### config.mk
export PLATFORM = sky130hd
export DESIGN_NAME = pff_div114
export DESIGN_NICKNAME = d
export VERILOG_FILES = /design/src/hw/rtl/pff_pkg.sv /design/src/hw/rtl/pff_div114.sv
export SDC_FILE = /design/constraint.sdc
export NUM_CORES = 1
export LEC_CHECK = 0
export ABC_AREA = 1
export BUFFER_PORTS_ARGS = -buffer_cell sky130_fd_sc_hd__clkbuf_2
export CAP_MARGIN = 20
export CORE_ASPECT_RATIO = 0.75
export CORE_MARGIN = 3
export CORE_UTILIZATION = 40
export CTS_CLUSTER_SIZE = 16
export DETAILED_ROUTE_END_ITERATION = 10
export PLACE_DENSITY_LB_ADDON = 0.2
export SYNTH_ARGS = -nofsm -noshare
export SYNTH_HDL_FRONTEND = slang
export SYNTH_SLANG_ARGS = --single-unit
### constraint.sdc
create_clock -name clk_i -period 13.9 [get_ports clk_i]
set_input_delay 2.78 -clock clk_i [delete_from_list [all_inputs] [get_ports clk_i]]
set_output_delay 2.78 -clock clk_i [all_outputs]
set_load 0.01 [all_outputs]
### src/hw/rtl/pff_pkg.sv
// ----------------------------------------------------------------------------
// pff_pkg
// Shared types, constants and helpers for the purple fringe pixel fix unit.
// ----------------------------------------------------------------------------
`default_nettype none

package pff_pkg;

  // sample precision, 8..16 bits inside 16-bit fields
  localparam int unsigned PIXEL_BITS = 16;
  localparam int unsigned SAMPLE_W   = 16;

  localparam logic [SAMPLE_W-1:0] FULL_SCALE =
    SAMPLE_W'((32'd1 << PIXEL_BITS) - 32'd1);

  localparam int unsigned STRENGTH_W = 17;
  localparam int unsigned CFG_IDX_W  = 2;

  // blend divisor 114 done as reciprocal multiply, then one correction step
  localparam int unsigned DIV_SHIFT  = 32;
  localparam int unsigned DIV_IN_W   = 26;
  localparam int unsigned DIV_OUT_W  = 19;
  localparam logic [25:0] BLEND_DIV  = 26'd114;
  localparam logic [25:0] RECIP_114  = 26'((64'd1 << DIV_SHIFT) / 64'd114);

  // luminance weights, sum 65536
  localparam logic [31:0] LUMA_R = 32'd19595;
  localparam logic [31:0] LUMA_G = 32'd38470;
  localparam logic [31:0] LUMA_B = 32'd7471;

  // blend weights for blue and green
  localparam logic [41:0] BLEND_B = 42'd114;
  localparam logic [41:0] BLEND_G = 42'd587;

  localparam logic [16:0] ONE_Q16 = 17'h10000;

  // results at or above FS * 2^PIXEL_BITS saturate
  localparam logic [35:0] SAT_LIMIT = 36'(FULL_SCALE) << PIXEL_BITS;
  localparam logic [35:0] LOW_MASK  = 36'(FULL_SCALE);

  typedef enum logic [CFG_IDX_W-1:0] {
    CFG_BLUE_STRENGTH  = 2'd0,
    CFG_LUMA_THRESHOLD = 2'd1,
    CFG_USE_STAR_MASK  = 2'd2
  } pff_cfg_idx_e;

  typedef struct packed {
    logic [SAMPLE_W-1:0] red_in;
    logic [SAMPLE_W-1:0] green_in;
    logic [SAMPLE_W-1:0] blue_in;
    logic                mask_hit;
  } pff_req_t;

  typedef struct packed {
    logic [SAMPLE_W-1:0] blue_out;
    logic                was_changed;
  } pff_res_t;

  function automatic logic [SAMPLE_W-1:0] clamp_sample(input logic [SAMPLE_W-1:0] v);
    clamp_sample = (v > FULL_SCALE) ? FULL_SCALE : v;
  endfunction

endpackage

`default_nettype wire

### src/hw/rtl/pff_div114.sv
// ----------------------------------------------------------------------------
// pff_div114
// Two-stage pipelined floor division by 114: reciprocal multiply, then fixup.
// ----------------------------------------------------------------------------
`default_nettype none

module pff_div114 import pff_pkg::*; (
  input  wire logic                 clk_i,
  input  wire logic [DIV_IN_W-1:0]  dividend_i,
  output logic      [DIV_OUT_W-1:0] quotient_o
);

  logic [DIV_IN_W-1:0]     dividend_q;
  logic [2*DIV_IN_W-1:0]   prod_q;
  logic [DIV_OUT_W-1:0]    quot_q;

  logic [DIV_IN_W-DIV_SHIFT+DIV_IN_W-1:0] est;
  logic [DIV_IN_W-1:0]     rem;
  logic [DIV_OUT_W-1:0]    quot_d;

  // estimate is exact or one short, so one compare fixes it
  always_comb begin
    est    = prod_q[2*DIV_IN_W-1:DIV_SHIFT];
    rem    = dividend_q - DIV_IN_W'(est * BLEND_DIV);
    quot_d = DIV_OUT_W'(est) + DIV_OUT_W'(rem >= BLEND_DIV);
  end

  always_ff @(posedge clk_i) begin
    dividend_q <= dividend_i;
    prod_q     <= (2*DIV_IN_W)'(dividend_i) * (2*DIV_IN_W)'(RECIP_114);
    quot_q     <= quot_d;
  end

  assign quotient_o = quot_q;

endmodule

`default_nettype wire

==> reports/metrics.csv, run 1 <==
metric,value,unit
status,finished clean,
design area,0.01836,mm^2
Unique masters post-synth,42,
Worst Skew,0.02086,ns
drt initial violations,956,
Die Width,244.7,um
layout net count,2663,
hold crit path type,flip-flop to flip-flop,
WP data arrival,9.15,ns
setup TNS,0,ns
syn_nets,2608,
TritonCTS buffer count,9,
grt total ovfl,0,
GP Congestion,0.9557,
Core ar.,0.04148,mm^2
RSZ-0062 raised after global routing,no,
Least-Margin Pin Slew,0.8145,ns
"slowest stage cell, crit path",fa_1,
Root Buffer,clkbuf_16,
area of the die,0.04528,mm^2
Setup Buffers After CTS,0,
vias post-DR,12825,
fin crit share,0.6377,
port buffer count,45,
P&R area growth vs syn,7.406,%
Max clock buf depth,2,
crit-path most repeated cell,fa_1,
filler cell count,4240,
share of layout cells above drive strength 1,0.05509,
R2R Path Start,prod_q[34]$_DFF_P_,
Vias/cell,4.944,
pin count of the biggest net entering global routing,14,
Synth Area in XOR/XNOR,0.03125,
Worst setup EP type,flip-flop,
initial antenna violation count,2,
# setup viols final,0,
Mapped Area,0.01710,mm^2
DRT Pass-1 Iters,5,
final antenna-violating net count,0,
crit path cell chain,clkbuf_2 -> ha_1 -> inv_1 -> fa_1 -> fa_1 -> inv_1 -> fa_1 -> fa_1 -> fa_1 -> fa_1 -> ha_1 -> nand2_1 -> nor2_1 -> nor2_1 -> o21ai_0 -> a31oi_1 -> nand3_1 -> a21oi_1 -> xnor2_1,
"Reg clk slew, reported paths",0.06,ns
area post-placement,0.01801,mm^2
clk sink count,64,
# H-tree levels,3,
max-cap violations,0,
Total GRT Usage,0.2441,
Post-Syn Instances,1973,
largest family of logic cells by synthesized area,adder cells,
worst setup path startpoint,dividend_i[7],
"Req. time, crit path",14.19,ns
Main synth FF type,dfxtp_1,
routed len/inst,20.09,um
Std-Cell Rows,64,
Post-route DRC,0,
TritonCTS clock tree,done,
startpoint types,primary input,
Mean Syn Cell Area,8.665,um^2
Synth Area in Simple Gates,0.1178,
worst-path fanout max,10,
hold_buf cts,0,
fin crit period,8.864,ns
min-delay src,prod_q[48]$_DFF_P_,
max frequency,0.1128,GHz
Post-synth EDFFs,0,
post-synthesis sequential area ratio,0.07494,
number of global-route vias before repair,13272,
Synth Area in Compound Gates,0.07355,
Die Ht,185.0,um
number of max-slew violations in the final report,0,
CTS resizes,0,
Syn. warnings,0,
DP Wirelength,47220,um
antenna fix cells,0,
crit path kind,primary input to flip-flop,
Synth Area in Adders,0.5785,
Worst-Skew Late Latency,0.39,ns
multiplexer share of the synthesized area,0,
Async SR Flop Fraction,0,
Post-Route WL,52110,um
Max-slew headroom,0.4520,
global-route wire length before repair,81350,um
"slowest stage delay, CP",0.56,ns
Yosys reg bits,64,
Starting Density,0.4122,
I/O Pins,46,
final hold vios,0,
==> final timing paths <==
kind                                          endpoint  slack, ns  cells after the start
worst min register to register  quotient_o[16]$_DFF_P_       0.69                      1
worst min-delay path            quotient_o[16]$_DFF_P_       0.69                      1
worst max-delay path                prod_q[45]$_DFF_P_       5.04                     19
worst max register to register  quotient_o[18]$_DFF_P_       6.77                     30
==> worst max-delay path, delay by kind of cell <==
| kind | cells | cell delay (ns) |
|---|---|---|
| buffers and inverters | 3 | 0.51 |
| XOR/XNOR | 1 | 0.16 |
| adder cells (fa/ha/maj) | 8 | 3.90 |
| AO/OA/AOI/OAI | 3 | 0.83 |
| AND/OR/NAND/NOR | 4 | 0.96 |
==> routing by layer <==
layer,GRT usage,wire length [um],up-vias
li1,-,-,6184
met1,0.3900,27300,6247
met2,0.3374,20210,373
met3,0.06093,4309,19
met4,0.02809,284,2
met5,0,8,-
==> kinds of logic after synthesis <==
| family | count (synthesis) |
|---|---|
| compound gates | 218 |
| fa+ha+maj | 608 |
| flops | 64 |
| simple gates | 459 |
| buf+inv | 563 |
| xor+xnor | 61 |
==> cells in the final DEF (no fill, tap or decap), drive strengths merged, types with 18 or more instances in the layout <==
master / Yosys / routed
o21ai: 60 / 60
nor2: 101 / 101
clkbuf: 0 / 54
xnor2: 18 / 18
fa: 304 / 304
nand4: 22 / 22
dfxtp: 64 / 64
ha: 304 / 304
xor2: 43 / 43
nand2: 248 / 248
inv: 562 / 565
a21oi: 108 / 108
nand3: 56 / 56
==> final cells by class <==
cell class / instances / area, um^2 / share of cell area
repair buffers: 45 / 225.2 / 0.01226
clock inverters: 7 / 125.1 / 0.006814
flip-flops and latches: 64 / 1281 / 0.06977
clock buffers: 9 / 225.2 / 0.01226
multi-input cells: 1346 / 13690 / 0.7458
inverters: 562 / 2110 / 0.1149
well taps: 561 / 701.9 / 0.03823
==> per-stage QoR <==
step / utilization / worst slack, ns / cells / hold WS [ns]
final: 0.4427 / 5.036 / 2594 / 0.6859
after CTS: 0.4427 / 5.285 / 2594 / 0.7004
after floorplan: - / 6.235 / 1973 / 0.5444
after global placement: 0.4342 / 4.874 / 2578 / 0.6827
after global routing: 0.4427 / 4.919 / 2594 / 0.7272
after detailed placement: 0.4342 / 4.889 / 2578 / 0.6891
==> synthesized netlist by cell type, types with 7 or more instances <==
cell     number  area (um^2)
a21o_1       13        97.59
a21oi_1     101        505.5
a21oi_2       7        61.31
a31oi_1      16        100.1
dfxtp_1      64         1281
fa_1        304         6086
ha_1        304         3804
inv_1       553         2076
inv_2         9        33.78
nand2_1     234        878.3
nand2_2      14        87.58
nand3_1      55        275.3
nand4_1      22        137.6
nor2_1       95        356.6
nor3_1        9        45.04
o21ai_0      52        260.3
xnor2_1      18        157.7
xor2_1       43        376.6
==> sequential cells by signal, summed over array words and instances, names as in the netlist <==
| name | count |
|---|---|
| dividend_q | 25 |
| quotient_o | 19 |
| prod_q | 20 |
Power of run 1 is left out: the tool's default activity adds up to more than one toggle a clock period on the data nets, which glitch-free logic cannot reach.
==> run 2, diff against run 1 <==
==> constraint.sdc (replaced) <==
create_clock -name clk_i -period 8.7 [get_ports clk_i]
set_input_delay 1.74 -clock clk_i [delete_from_list [all_inputs] [get_ports clk_i]]
set_output_delay 1.74 -clock clk_i [all_outputs]
set_load 0.01 [all_outputs]
==> run 2 against run 1 <==
- wire length grew 0.50%
- worst hold slack lost 0.010 ns
- final cell count grew 0.12%
- setup slack lost 4.1 ns
- critical path depth is the same
- global-route usage grew 0.063 points
- design area shrank 0.27%
- via count grew 1.1%
- highest routed layer is now met4
==> reports/metrics.csv, run 2 (synthesis results as in run 1) <==
metric,value,unit,change
status,finished clean,,
Post-route DRC,0,,unchanged
area of the die,0.04528,mm^2,unchanged
filler cell count,4189,,-1.2%
Root Buffer,clkbuf_16,,
hold_buf cts,0,,unchanged
WP data arrival,8.02,ns,-1.13 ns
"CP delay by family, top",adder cells,,
R2R Path Start,prod_q[34]$_DFF_P_,,
drt initial violations,940,,-1.7%
worst hold stages,2,,+1
Top reg by flops,dividend_q,,
Die Ht,185.0,um,unchanged
worst-path fanout max,10,,unchanged
Top Metal Used,met4,,
crit path kind,primary input to flip-flop,,
"Req. time, crit path",8.98,ns,-5.21 ns
CP Depth,19,,unchanged
routed len/inst,20.17,um,+0.38%
TritonCTS clock tree,done,,
fin crit share,0.8888,,
pin count of the biggest net entering global routing,13,,-1
CP endpoint,prod_q[45]$_DFF_P_,,
Core ar.,0.04148,mm^2,unchanged
P&R area growth vs syn,7.114,%,
CP bufs+invs,3,,unchanged
"slowest stage cell, crit path",fa_1,,
metal3 WL,5086,um,+18%
max FFs per register,25,,unchanged
most frequent cells in the layout,"inv_1 (553), fa_1 (304), ha_1 (304)",,
pre-CTS setup slack,0.7308,ns,-4.159 ns
met2 WL,20200,um,about the same
DP Wirelength,47100,um,-0.26%
GP Congestion,0.9689,,+1.4%
crit path cell chain,clkbuf_2 -> ha_1 -> inv_1 -> fa_1 -> inv_1 -> fa_1 -> fa_1 -> fa_1 -> fa_1 -> fa_1 -> ha_1 -> a21oi_1 -> nor2_1 -> nor2_1 -> o21ai_0 -> a31oi_1 -> nand3_1 -> a21oi_1 -> xnor2_1,,
Post-Route WL,52370,um,+0.50%
"setup slack, reg-to-reg",1.37,ns,-5.40 ns
fin crit period,7.732,ns,
Vias/cell,4.992,,+0.97%
Worst Skew,0.02457,ns,+0.003704 ns
grt total ovfl,0,,unchanged
R2R cell count,30,,unchanged
Starting Density,0.4122,,unchanged
Total GRT Usage,0.2447,,+0.0006295
setup ws final,0.9675,ns,-4.069 ns
Die Width,244.7,um,unchanged
Reg2Reg Capture Point,quotient_o[18]$_DFF_P_,,
Worst-Skew Late Latency,0.39,ns,about the same
number of global-route vias before repair,13510,,+1.8%
Max clock buf depth,2,,unchanged
TritonCTS buffer count,9,,unchanged
hold crit path type,flip-flop to flip-flop,,
final hold vios,0,,unchanged
layout net count,2665,,+0.075%
Max-slew headroom,0.5017,,+0.04964
met1 WL,26560,um,-2.7%
initial antenna violation count,0,,-2
setup TNS,0,ns,unchanged
worst setup path startpoint,dividend_i[7],,
Least-Margin Pin Slew,0.7407,ns,-0.07378 ns
# setup viols final,0,,unchanged
"commonest non-fill, non-tap cell in the layout",inv_1,,
CTS resizes,0,,unchanged
port buffer count,45,,unchanged
DRT Pass-1 Iters,5,,unchanged
Setup Buffers After CTS,0,,unchanged
max frequency,0.1293,GHz,
final antenna-violating net count,0,,unchanged
vias post-DR,12965,,+1.1%
Worst setup EP type,flip-flop,,
I/O Pins,46,,unchanged
crit-path most repeated cell,fa_1,,
startpoint types,primary input,,
number of max-slew violations in the final report,0,,unchanged
max-cap violations,0,,unchanged
# H-tree levels,3,,unchanged
clk sink count,64,,unchanged
"slowest stage delay, CP",0.56,ns,about the same
global-route wire length before repair,81680,um,+0.41%
Std-Cell Rows,64,,unchanged
"Reg clk slew, reported paths",0.06,ns,about the same
share of layout cells above drive strength 1,0.05602,,+0.0009287
RSZ-0062 raised after global routing,no,,
## run 2: how the worst min path moves through the flow
stage | startpoint | end
2_1_floorplan | prod_q[34]$_DFF_P_ | quotient_o[2]$_DFF_P_
3_3_place_gp | prod_q[50]$_DFF_P_ | quotient_o[18]$_DFF_P_
3_5_place_dp | prod_q[50]$_DFF_P_ | quotient_o[18]$_DFF_P_
4_1_cts | prod_q[50]$_DFF_P_ | quotient_o[18]$_DFF_P_
5_1_grt | prod_q[50]$_DFF_P_ | quotient_o[18]$_DFF_P_
6_report | prod_q[50]$_DFF_P_ | quotient_o[18]$_DFF_P_
## run 2: metrics by stage
stage                     instances  hold WS [ns]  utilization  cell area (um^2)
after global routing           2596        0.7232       0.4414             18310
after CTS                      2596        0.6842       0.4414             18310
after floorplan                1973        0.5444            -             17100
after detailed placement       2580        0.6758       0.4346             18030
final                          2597        0.6758       0.4415             18310
after global placement         2580        0.6677       0.4346             18030
## run 2: tightest hold or removal path: cells and delay by family, from the launching register on
kind,cells,cell delay [ns]
xor+xnor,1,0.07
flops,1,0.41
buf+inv,1,0.14
## run 2: layout make-up
class | count | area, um^2 | area share
Inverter | 562 | 2110 | 0.1152
Multi-Input combinational cell | 1346 | 13690 | 0.7478
Clock buffer | 10 | 239.0 | 0.01305
Clock inverter | 6 | 43.79 | 0.002391
Sequential cell | 64 | 1281 | 0.06996
Antenna cell | 1 | 2.502 | 0.0001366
Tap cell | 561 | 701.9 | 0.03833
Timing Repair Buffer | 47 | 240.2 | 0.01312
## run 2: routing by layer
| layer | GRT usage | up-vias |
|---|---|---|
| met5 | 0 | - |
| met4 | 0.03729 | 0 |
| met3 | 0.08177 | 28 |
| met2 | 0.3384 | 408 |
| met1 | 0.3741 | 6339 |
| li1 | - | 6190 |
Power of run 2 is left out for the same reason.
